### config.mk
export PLATFORM = sky130hd
export DESIGN_NAME = linear_queue_with_search_core_flat
export DESIGN_NICKNAME = d
export VERILOG_FILES = /design/src/lqs_pkg.sv /design/src/lqs_req_if.sv /design/src/lqs_rsp_if.sv /design/src/lqs_cell.sv /design/src/lqs_find.sv /design/src/linear_queue_with_search_core.sv /design/src/flat_wrapper.sv
export SDC_FILE = /design/constraint.sdc
export NUM_CORES = 2
export LEC_CHECK = 0
export ABC_AREA = 0
export BUFFER_PORTS_ARGS = -buffer_cell sky130_fd_sc_hd__buf_4
export CELL_PAD_IN_SITES_DETAIL_PLACEMENT = 0
export CELL_PAD_IN_SITES_GLOBAL_PLACEMENT = 1
export CORE_MARGIN = 5
export CORE_UTILIZATION = 30
export DETAILED_ROUTE_END_ITERATION = 8
export MAX_ROUTING_LAYER = met4
export PLACE_DENSITY_LB_ADDON = 0.1
export SYNTH_ARGS = -nofsm -noshare
export SYNTH_HDL_FRONTEND = slang
export SYNTH_SLANG_ARGS = --single-unit
### constraint.sdc
create_clock -name i_clk -period 6.2 [get_ports i_clk]
set_clock_uncertainty 0.15 [all_clocks]
set_input_delay 0.31 -clock i_clk [delete_from_list [all_inputs] [get_ports i_clk]]
set_output_delay 0.31 -clock i_clk [all_outputs]
set_load 0.01 [all_outputs]
### src/lqs_pkg.sv
// ----------------------------------------------------------------------------
// lqs_pkg
// Shared types and constants for the linear queue with search.
// ----------------------------------------------------------------------------
`default_nettype none

package lqs_pkg;

    localparam int DEPTH = 64;
    localparam int IDXW  = (DEPTH > 1) ? $clog2(DEPTH) : 1;
    localparam int REQW  = 2;
    localparam int DATAW = 32;
    localparam int STW   = 2;
    localparam int POSW  = 7;

    function automatic int f_levels(input int n);
        int lvl;
        int cap;
        lvl = 1;
        cap = 8;
        for (int k = 0; k < 6; k++) begin
            if (cap < n) begin
                cap = cap * 8;
                lvl = lvl + 1;
            end
        end
        return lvl;
    endfunction

    // priority tree over the per-cell match bits, radix 8
    localparam int FLVL  = f_levels(DEPTH);
    localparam int NLEAF = 8 ** FLVL;
    localparam int FIDXW = 3 * FLVL;
    localparam int WAITW = $clog2(FLVL + 1);
    localparam int MAXW0 = (IDXW > FIDXW) ? IDXW : FIDXW;
    localparam int SUMW  = ((MAXW0 > POSW) ? MAXW0 : POSW) + 1;

    typedef enum logic [REQW-1:0] {
        REQ_INSERT = 2'd0,
        REQ_DELETE = 2'd1,
        REQ_SEARCH = 2'd2
    } t_req;

    typedef enum logic [STW-1:0] {
        ST_OK        = 2'd0,
        ST_OVERFLOW  = 2'd1,
        ST_UNDERFLOW = 2'd2,
        ST_NOT_FOUND = 2'd3
    } t_status;

    typedef struct packed {
        logic                    ins;
        logic                    del;
        logic                    srch;
        logic signed [DATAW-1:0] key;
    } t_cell_ctl;

    typedef struct packed {
        t_status                 status;
        logic signed [DATAW-1:0] data_out;
        logic [POSW-1:0]         position;
    } t_res;

endpackage

`default_nettype wire

### src/lqs_req_if.sv
// ----------------------------------------------------------------------------
// lqs_req_if
// Request channel: operation code and value, valid/ready handshake.
// ----------------------------------------------------------------------------
`default_nettype none

interface lqs_req_if;
    logic                            valid;
    logic                            ready;
    logic [lqs_pkg::REQW-1:0]        req_type;
    logic signed [lqs_pkg::DATAW-1:0] value;

    modport source (output valid, output req_type, output value, input ready);
    modport sink   (input valid, input req_type, input value, output ready);
endinterface

`default_nettype wire

### src/lqs_rsp_if.sv
// ----------------------------------------------------------------------------
// lqs_rsp_if
// Result channel: status, dequeued value and search position.
// ----------------------------------------------------------------------------
`default_nettype none

interface lqs_rsp_if;
    logic                             valid;
    logic                             ready;
    logic [lqs_pkg::STW-1:0]          status;
    logic signed [lqs_pkg::DATAW-1:0] data_out;
    logic [lqs_pkg::POSW-1:0]         position;

    modport source (output valid, output status, output data_out, output position,
                    input ready);
    modport sink   (input valid, input status, input data_out, input position,
                    output ready);
endinterface

`default_nettype wire

### src/lqs_cell.sv
// ----------------------------------------------------------------------------
// lqs_cell
// One queue slot: holds a value and an occupied flag, takes an insert when
// it is the first free cell, shifts toward the head on delete, and compares
// its value against the search key.
// ----------------------------------------------------------------------------
`default_nettype none

module lqs_cell (
    input  wire logic                             i_clk,
    input  wire logic                             i_rst_n,
    input  wire lqs_pkg::t_cell_ctl               i_ctl,
    input  wire logic                             i_prv_vld,
    input  wire logic                             i_nxt_vld,
    input  wire logic signed [lqs_pkg::DATAW-1:0] i_nxt_val,
    output logic signed [lqs_pkg::DATAW-1:0]      o_val,
    output logic                                  o_vld,
    output logic                                  o_match
);

    logic                             r_vld;
    logic signed [lqs_pkg::DATAW-1:0] r_val;
    logic                             r_match;
    logic                             w_take;

    assign w_take = i_ctl.ins && i_prv_vld && !r_vld;

    always_ff @(posedge i_clk) begin
        if (!i_rst_n) begin
            r_vld <= 1'b0;
        end else if (i_ctl.del) begin
            r_vld <= i_nxt_vld;
        end else if (w_take) begin
            r_vld <= 1'b1;
        end
    end

    always_ff @(posedge i_clk) begin
        if (i_ctl.del) begin
            r_val <= i_nxt_val;
        end else if (w_take) begin
            r_val <= i_ctl.key;
        end
    end

    always_ff @(posedge i_clk) begin
        if (i_ctl.srch) begin
            r_match <= r_vld && (r_val == i_ctl.key);
        end
    end

    assign o_val   = r_val;
    assign o_vld   = r_vld;
    assign o_match = r_match;

endmodule

`default_nettype wire

### src/lqs_find.sv
// ----------------------------------------------------------------------------
// lqs_find
// Registered radix-8 priority tree: index of the lowest set match bit.
// Each tree level is registered.
// ----------------------------------------------------------------------------
`default_nettype none

module lqs_find (
    input  wire logic                         i_clk,
    input  wire logic [lqs_pkg::DEPTH-1:0]    i_match,
    output logic                              o_found,
    output logic [lqs_pkg::FIDXW-1:0]         o_idx
);

    localparam int L  = lqs_pkg::FLVL;
    localparam int NL = lqs_pkg::NLEAF;
    localparam int W  = lqs_pkg::FIDXW;
    localparam int NN = NL / 8;

    logic [NL-1:0] w_leaf;
    logic          r_fnd [1:L][NN];
    logic [W-1:0]  r_idx [1:L][NN];

    assign w_leaf = NL'(i_match);

    for (genvar l = 1; l <= L; l++) begin : g_lvl
        for (genvar n = 0; n < 8 ** (L - l); n++) begin : g_node
            if (l == 1) begin : g_leaf
                always_ff @(posedge i_clk) begin
                    r_fnd[l][n] <= 1'b0;
                    r_idx[l][n] <= '0;
                    for (int c = 7; c >= 0; c--) begin
                        if (w_leaf[8*n + c]) begin
                            r_fnd[l][n] <= 1'b1;
                            r_idx[l][n] <= W'(c);
                        end
                    end
                end
            end else begin : g_inner
                always_ff @(posedge i_clk) begin
                    r_fnd[l][n] <= 1'b0;
                    r_idx[l][n] <= '0;
                    for (int c = 7; c >= 0; c--) begin
                        if (r_fnd[l-1][8*n + c]) begin
                            r_fnd[l][n] <= 1'b1;
                            r_idx[l][n] <= (W'(c) << (3 * (l - 1))) | r_idx[l-1][8*n + c];
                        end
                    end
                end
            end
        end
    end

    assign o_found = r_fnd[L][0];
    assign o_idx   = r_idx[L][0];

endmodule

`default_nettype wire

### src/linear_queue_with_search_core.sv
// ----------------------------------------------------------------------------
// linear_queue_with_search_core
// Non-wrapping array queue with insert, delete and search, built as a row
// of slot cells that shift toward the head on delete.
//
//   channel  dir  port    fields
//   -------  ---  ------  ---------------------------------
//   request  in   i_req   req_type[1:0], value[31:0] signed
//   result   out  o_rsp   status[1:0], data_out[31:0] signed, position[6:0]
//
// Insert, delete and unused codes write their result when accepted. A search
// runs a compare in the cells, then each level of the radix-8 priority
// tree in turn, then the result write.
// One item is in work at a time; a two-entry result buffer lets items be
// taken while results wait. Synchronous active-low reset empties the queue.
// ----------------------------------------------------------------------------
`default_nettype none

module linear_queue_with_search_core (
    input  wire logic  i_clk,
    input  wire logic  i_rst_n,
    lqs_req_if.sink    i_req,
    lqs_rsp_if.source  o_rsp
);

    typedef enum logic [1:0] {
        S_IDLE = 2'b01,
        S_SRCH = 2'b10
    } t_state;

    t_state                               r_state, n_state;
    logic [lqs_pkg::IDXW-1:0]             r_head, n_head;
    logic [lqs_pkg::IDXW-1:0]             r_tail, n_tail;
    logic                                 r_empty, n_empty;
    logic [lqs_pkg::WAITW-1:0]            r_wait, n_wait;

    lqs_pkg::t_res                        r_q [2];
    logic                                 r_wp, r_rp;
    logic [1:0]                           r_cnt;

    lqs_pkg::t_cell_ctl                   w_ctl;
    lqs_pkg::t_req                        w_req;
    lqs_pkg::t_res                        w_res;
    logic                                 w_acc, w_push, w_pop;
    logic [lqs_pkg::DEPTH-1:0]            w_vld;
    logic [lqs_pkg::DEPTH-1:0]            w_match;
    logic signed [lqs_pkg::DATAW-1:0]     w_val [lqs_pkg::DEPTH];
    logic                                 w_found;
    logic [lqs_pkg::FIDXW-1:0]            w_fidx;
    logic [lqs_pkg::SUMW-1:0]             w_sum;

    // ---- cell row ----
    for (genvar j = 0; j < lqs_pkg::DEPTH; j++) begin : g_cell
        logic                             w_prv;
        logic                             w_nv;
        logic signed [lqs_pkg::DATAW-1:0] w_nval;
        if (j == 0) begin : g_first
            assign w_prv = 1'b1;
        end else begin : g_mid
            assign w_prv = w_vld[j-1];
        end
        if (j == lqs_pkg::DEPTH - 1) begin : g_last
            assign w_nv   = 1'b0;
            assign w_nval = '0;
        end else begin : g_nxt
            assign w_nv   = w_vld[j+1];
            assign w_nval = w_val[j+1];
        end
        lqs_cell u_cell (
            .i_clk     (i_clk),
            .i_rst_n   (i_rst_n),
            .i_ctl     (w_ctl),
            .i_prv_vld (w_prv),
            .i_nxt_vld (w_nv),
            .i_nxt_val (w_nval),
            .o_val     (w_val[j]),
            .o_vld     (w_vld[j]),
            .o_match   (w_match[j])
        );
    end

    lqs_find u_find (
        .i_clk   (i_clk),
        .i_match (w_match),
        .o_found (w_found),
        .o_idx   (w_fidx)
    );

    // ---- control ----
    assign i_req.ready = (r_state == S_IDLE) && (r_cnt != 2'd2);
    assign w_acc       = i_req.valid && i_req.ready;
    assign w_req       = lqs_pkg::t_req'(i_req.req_type);
    assign w_sum       = lqs_pkg::SUMW'(r_head) + lqs_pkg::SUMW'(w_fidx)
                       + lqs_pkg::SUMW'(1);

    always_comb begin
        n_state   = r_state;
        n_head    = r_head;
        n_tail    = r_tail;
        n_empty   = r_empty;
        n_wait    = r_wait;
        w_ctl     = '{ins: 1'b0, del: 1'b0, srch: 1'b0, key: i_req.value};
        w_res     = '{status: lqs_pkg::ST_OK, data_out: '0, position: '0};
        w_push    = 1'b0;
        unique case (r_state)
            S_IDLE: begin
                if (w_acc) begin
                    unique case (w_req)
                        lqs_pkg::REQ_INSERT: begin
                            w_push = 1'b1;
                            if (!r_empty &&
                                r_tail == lqs_pkg::IDXW'(lqs_pkg::DEPTH - 1)) begin
                                w_res.status = lqs_pkg::ST_OVERFLOW;
                            end else begin
                                w_ctl.ins = 1'b1;
                                n_empty   = 1'b0;
                                if (r_empty) begin
                                    n_head = '0;
                                    n_tail = '0;
                                end else begin
                                    n_tail = r_tail + 1'b1;
                                end
                            end
                        end
                        lqs_pkg::REQ_DELETE: begin
                            w_push = 1'b1;
                            if (r_empty) begin
                                w_res.status = lqs_pkg::ST_UNDERFLOW;
                            end else begin
                                w_ctl.del      = 1'b1;
                                w_res.data_out = w_val[0];
                                if (r_head >= r_tail) begin
                                    n_head  = '0;
                                    n_tail  = '0;
                                    n_empty = 1'b1;
                                end else begin
                                    n_head = r_head + 1'b1;
                                end
                            end
                        end
                        lqs_pkg::REQ_SEARCH: begin
                            w_ctl.srch = 1'b1;
                            n_wait     = lqs_pkg::WAITW'(lqs_pkg::FLVL);
                            n_state    = S_SRCH;
                        end
                        default: begin
                            w_push = 1'b1;
                        end
                    endcase
                end
            end
            S_SRCH: begin
                if (r_wait == '0) begin
                    w_push  = 1'b1;
                    n_state = S_IDLE;
                    if (w_found) begin
                        w_res.position = w_sum[lqs_pkg::POSW-1:0];
                    end else begin
                        w_res.status = lqs_pkg::ST_NOT_FOUND;
                    end
                end else begin
                    n_wait = r_wait - 1'b1;
                end
            end
            default: begin
                n_state = S_IDLE;
            end
        endcase
    end

    always_ff @(posedge i_clk) begin
        if (!i_rst_n) begin
            r_state <= S_IDLE;
            r_head  <= '0;
            r_tail  <= '0;
            r_empty <= 1'b1;
            r_wait  <= '0;
        end else begin
            r_state <= n_state;
            r_head  <= n_head;
            r_tail  <= n_tail;
            r_empty <= n_empty;
            r_wait  <= n_wait;
        end
    end

    // ---- result buffer ----
    assign w_pop = o_rsp.valid && o_rsp.ready;

    always_ff @(posedge i_clk) begin
        if (!i_rst_n) begin
            r_wp  <= 1'b0;
            r_rp  <= 1'b0;
            r_cnt <= '0;
        end else begin
            if (w_push) begin
                r_wp <= ~r_wp;
            end
            if (w_pop) begin
                r_rp <= ~r_rp;
            end
            r_cnt <= r_cnt + {1'b0, w_push} - {1'b0, w_pop};
        end
    end

    always_ff @(posedge i_clk) begin
        if (w_push) begin
            r_q[r_wp] <= w_res;
        end
    end

    assign o_rsp.valid    = (r_cnt != 2'd0);
    assign o_rsp.status   = r_q[r_rp].status;
    assign o_rsp.data_out = r_q[r_rp].data_out;
    assign o_rsp.position = r_q[r_rp].position;

    // ---- checks ----
    a_empty_row: assert property (@(posedge i_clk) disable iff (!i_rst_n)
        r_empty |-> (w_vld == '0))
        else $error("empty queue with occupied cells");

    a_fill: assert property (@(posedge i_clk) disable iff (!i_rst_n)
        !r_empty |-> ($countones(w_vld) == (int'(r_tail) - int'(r_head) + 1)))
        else $error("cell occupancy disagrees with head/tail");

    a_buf: assert property (@(posedge i_clk) disable iff (!i_rst_n)
        w_push |-> (r_cnt != 2'd2 || w_pop))
        else $error("result buffer overrun");

    a_srch_hold: assert property (@(posedge i_clk) disable iff (!i_rst_n)
        (r_state == S_SRCH) |-> (!w_ctl.ins && !w_ctl.del && !w_ctl.srch))
        else $error("cells changed during search");

endmodule

`default_nettype wire

### src/flat_wrapper.sv
// flat-port wrapper written by rule: the top's interface ports become plain ports
module linear_queue_with_search_core_flat 
  (i_clk, i_rst_n, i_req_valid, i_req_req_type, i_req_value, i_req_ready, o_rsp_valid, o_rsp_status, o_rsp_data_out, o_rsp_position, o_rsp_ready);
  lqs_req_if i_req_i ();
  lqs_rsp_if o_rsp_i ();
  input  wire logic i_clk;
  input  wire logic i_rst_n;
  input wire logic [$bits(i_req_i.valid)-1:0] i_req_valid;
  input wire logic [$bits(i_req_i.req_type)-1:0] i_req_req_type;
  input wire logic [$bits(i_req_i.value)-1:0] i_req_value;
  output wire logic [$bits(i_req_i.ready)-1:0] i_req_ready;
  output wire logic [$bits(o_rsp_i.valid)-1:0] o_rsp_valid;
  output wire logic [$bits(o_rsp_i.status)-1:0] o_rsp_status;
  output wire logic [$bits(o_rsp_i.data_out)-1:0] o_rsp_data_out;
  output wire logic [$bits(o_rsp_i.position)-1:0] o_rsp_position;
  input wire logic [$bits(o_rsp_i.ready)-1:0] o_rsp_ready;
  assign i_req_i.valid = i_req_valid;
  assign i_req_i.req_type = i_req_req_type;
  assign i_req_i.value = i_req_value;
  assign i_req_ready = i_req_i.ready;
  assign o_rsp_valid = o_rsp_i.valid;
  assign o_rsp_status = o_rsp_i.status;
  assign o_rsp_data_out = o_rsp_i.data_out;
  assign o_rsp_position = o_rsp_i.position;
  assign o_rsp_i.ready = o_rsp_ready;
  linear_queue_with_search_core u_core (.i_clk(i_clk), .i_rst_n(i_rst_n), .i_req(i_req_i), .o_rsp(o_rsp_i));
endmodule
==> impl_results.md <==
- Hold WC Path Type: input port to register
- Startpoint Class: register
- TritonCTS Sinks: 2319
- PD cells: 296 mW/mm²
- Die Wd: 631 µm
- Hold-fix buffers, CTS: 20
- Clk slew on worst S/H paths: 60 ps
- Initial Util: 0.301
- First-pass GRT wire length: 676 mm
- #FFs+latches synth: between 2000 and 2500
- Reg2reg path depth: 8
- Post-CTS Setup Bufs: 0
- CTS root buf: clkbuf_16
- Final ANT Viol Nets: 0
- Count of different cell masters after synthesis: 66
- Drt first pass iters: 6
- Cells after Synth: 10700
- Crit path DAT: between 4000 and 5000 ps
- Mux share of post-synthesis cell area: 0.00684
- Syn avg cell area: 10.8 µm²
- Ys flop type: edfxtp_1
- Sequential fraction of the synthesis area: 0.588
- Gpl congestion: 0.848
- Die Height: 631 µm
- Source of the worst hold timing path: i_req_value[20]
- Post-synth top area cell: edfxtp_1
- FMAX: roughly 260 MHz
- Maximum vdd drop: 0.000251 V
- 1st-iter DRT viols: 8094
- EDFF count, synth: roughly 2200
- Row Count: between 200 and 250
- DRC Markers: 0
- Hold EP: u_core.g_cell[63].u_cell.o_val[20]
- Data required, critical path: 6670 ps
- Origin of the critical flop-to-flop path: u_core.r_state[1]
- Gr usage total: 0.246
- Met2 Use GR: 0.377
- CP endpoint kind: register
- Routed WL per cell: 30.9 µm
- Initial antenna violation count: 15
- Final Hold Vio Count: 0
- CTS tree: built
- Clk Latency, worst-skew pair: around 920 ps
- Top post-synthesis cells by count: nand2_1, edfxtp_1, xnor2_1, nand4_1, buf_2
- Die area: 0.398 mm²
- Most Crowded Layer GR: met2
- CTS max path bufs: 4
- Post-CTS sizing: 0
- Max-slew violation count: 0
- Largest cells by area after synthesis: edfxtp_1, xnor2_1, nand2_1
- Static leakage: 43.4 nW
- Slew @ Worst Pin: 1370 ps
- I/O pins: 81
- Xor and xnor area share after synthesis: 0.155
- Crit path kind: register to register
- Hpwl dp: 313 mm
- Area Overhead vs Synth: 12.5%
- Tcrit/Tclk final: 0.614
- Synth Area in Compound Gates: 0.0133
- Setup tns final: 0 ps
- Synth Cell Area: 0.116 mm²
- Fraction of layout cells with a size suffix above 1: 0.0866
- Outcome: complete, no violations
- Max-slew headroom: 0.0807
- Simple-gate share of the synthesized area: 0.189
- FF-to-FF End: u_core.g_cell[5].u_cell.o_val[22]
- Core area: 0.385 mm²
- Fin area: around 0.13 mm²
- Min cycle time layout: 3810 ps
- Top-count cell post-synth: nand2_1
- Num CTS Buffers: between 200 and 300
- PortBufs: 80
- Post-Synth Adder-Cell Area: 0.00223
- Largest net degree at the start of global routing: 133
- Cell Area, Placed: 0.121 mm²
- Combinational family with the most area after synthesis: simple AND/OR/NAND/NOR gates
- Internal reg-to-reg setup slack: 2390 ps
- Final WL: 491 mm
- Yosys top cell area share: 0.561
- Htree depth: 5
- Max Cap Viol: 0
- Syn nets: approximately 11000
- DR vias: 80400
- GRT overflow: 0
- Met1 Use GR: 0.352
- RSZ-0062 raised after global routing: no
- CP Max Fanout: between 40 and 50
- Final setup vio count: 0
- Vias in the first global route: 81500
- Fin nets: 10700
- Worst hold stages: 4
- Vias/cell: around 5
- FFs w/ async S/R, synth: 0
- Met3 Track Usage GR: 0.0309
- Ys Warns: 0
[cells in the final DEF, fill, tap and decap left out, types with 6 or more instances in the layout]
master | netlist | routed
buf_6 | 202 | 31
mux2i_1 | 33 | 33
dlygate4sd3_1 | 0 | 20
dfxtp_1 | 157 | 156
xnor2_1 | 1771 | 1771
buf_4 | 61 | 285
clkbuf_16 | 0 | 297
clkinv_2 | 0 | 47
edfxtp_1 | 2162 | 2162
nand2_1 | 4113 | 4113
o21ai_0 | 87 | 58
nand2_8 | 28 | 32
mux2_2 | 41 | 41
nor4_1 | 213 | 207
nor2b_1 | 14 | 13
nand2_2 | 11 | 11
nor2_1 | 135 | 134
nand3_1 | 73 | 73
buf_12 | 2 | 51
o21ai_2 | 0 | 59
inv_6 | 0 | 8
inv_1 | 43 | 43
xor2_1 | 282 | 282
clkinv_1 | 1 | 39
nand2b_1 | 9 | 9
o21bai_1 | 9 | 9
nor4_2 | 0 | 6
clkinv_8 | 0 | 7
nor3_1 | 37 | 37
ha_1 | 19 | 19
a21oi_1 | 95 | 94
o21ai_1 | 43 | 10
nand4_1 | 444 | 444
diode_2 | 0 | 7
and2_1 | 37 | 35
bufinv_16 | 0 | 12
clkbuf_8 | 0 | 24
clkbuf_1 | 81 | 80
[per-stage QoR]
step	hold WS [ps]	setup WS, ps	power [mW]	cells	utilization
2_1_floorplan	276	1800	20.4	10700	-
3_3_place_gp	310	2420	22.1	15400	0.314
3_5_place_dp	304	2430	22.1	15400	0.314
4_1_cts	3.53	2400	38.9	15900	0.338
5_1_grt	46.1	2330	39.7	15900	0.338
6_report	52.1	2390	38.5	15900	0.338
[per-layer routing]
| metal | part of all wire | vias up |
|---|---|---|
| met1 | 0.48 | 41700 |
| met2 | 0.45 | 2562 |
| met3 | 0.053 | 492 |
| met5 | 0 | - |
| met4 | 0.021 | 0 |
| li1 | - | 35600 |
[worst max-delay path by stage]
| stage | start | endpoint | slack (ps) | cells past startpoint |
|---|---|---|---|---|
| after floorplan | u_core.r_state[1] | u_core.g_cell[49].u_cell.o_val[0] | 1800 | 9 |
| after CTS | u_core.r_state[1] | u_core.g_cell[30].u_cell.o_val[8] | 2400 | 8 |
| after detailed placement | u_core.r_state[1] | u_core.g_cell[34].u_cell.o_val[8] | 2430 | 8 |
| after global routing | u_core.r_state[1] | u_core.g_cell[8].u_cell.o_val[22] | 2330 | 8 |
| final | u_core.r_state[1] | u_core.g_cell[5].u_cell.o_val[22] | 2390 | 8 |
| after global placement | u_core.r_state[1] | u_core.g_cell[49].u_cell.o_val[20] | 2420 | 8 |
[worst max-delay path: stages, from the launching register on]
cell and delay, ps:
dfxtp_1 340, inv_1 90, ha_1 310, nand3_2 200, or3_4 660, buf_4 390, nand2_8 600, buf_4 460
nand2_1 110
[sequential cells by signal (all words and copies together) (netlist names), named ones only]
name                          cells
u_core.g_cell.u_cell.o_match     64
u_core.g_cell.u_cell.o_val     2048
u_core.g_cell.u_cell.o_vld       64
u_core.r_cnt                      2
u_core.r_empty                    1
u_core.r_head                     6
u_core.r_q                       82
u_core.r_rp                       1
u_core.r_state                    2
u_core.r_tail                     6
u_core.r_wait                     2
u_core.r_wp                       1
u_core.u_find.r_fnd               9
u_core.u_find.r_idx              30
[layout make-up]
| class | instances | area (µm²) |
|---|---|---|
| diodes | 7 | 17.5 |
| multi-input cells | 7567 | 42800 |
| well taps | 5060 | 6330 |
| inverters | 44 | 165 |
| flip-flops and latches | 2319 | 68100 |
| clock buffers | 400 | 8050 |
| repair buffers | 388 | 3720 |
| clock inverters | 118 | 992 |
| fillers | 39000 | 255000 |
[kinds of logic after synthesis]
logic type,count (synthesis)
xor gates and xnor gates,2053
AOI/OAI and AO/OA,277
adders and majority gates,20
muxes,74
and+or+nand+nor,5143
DFF,2319
buffers and inverters,779
[where the power goes]
part	switching, mW	total, mW	leakage (nW)	internal (mW)
clock	7.08	16.7	4.44	9.58
sequential	0.290	17.9	20.8	17.6
combinational	2.66	3.93	18.1	1.27
Power figures use the tool's default switching activity.
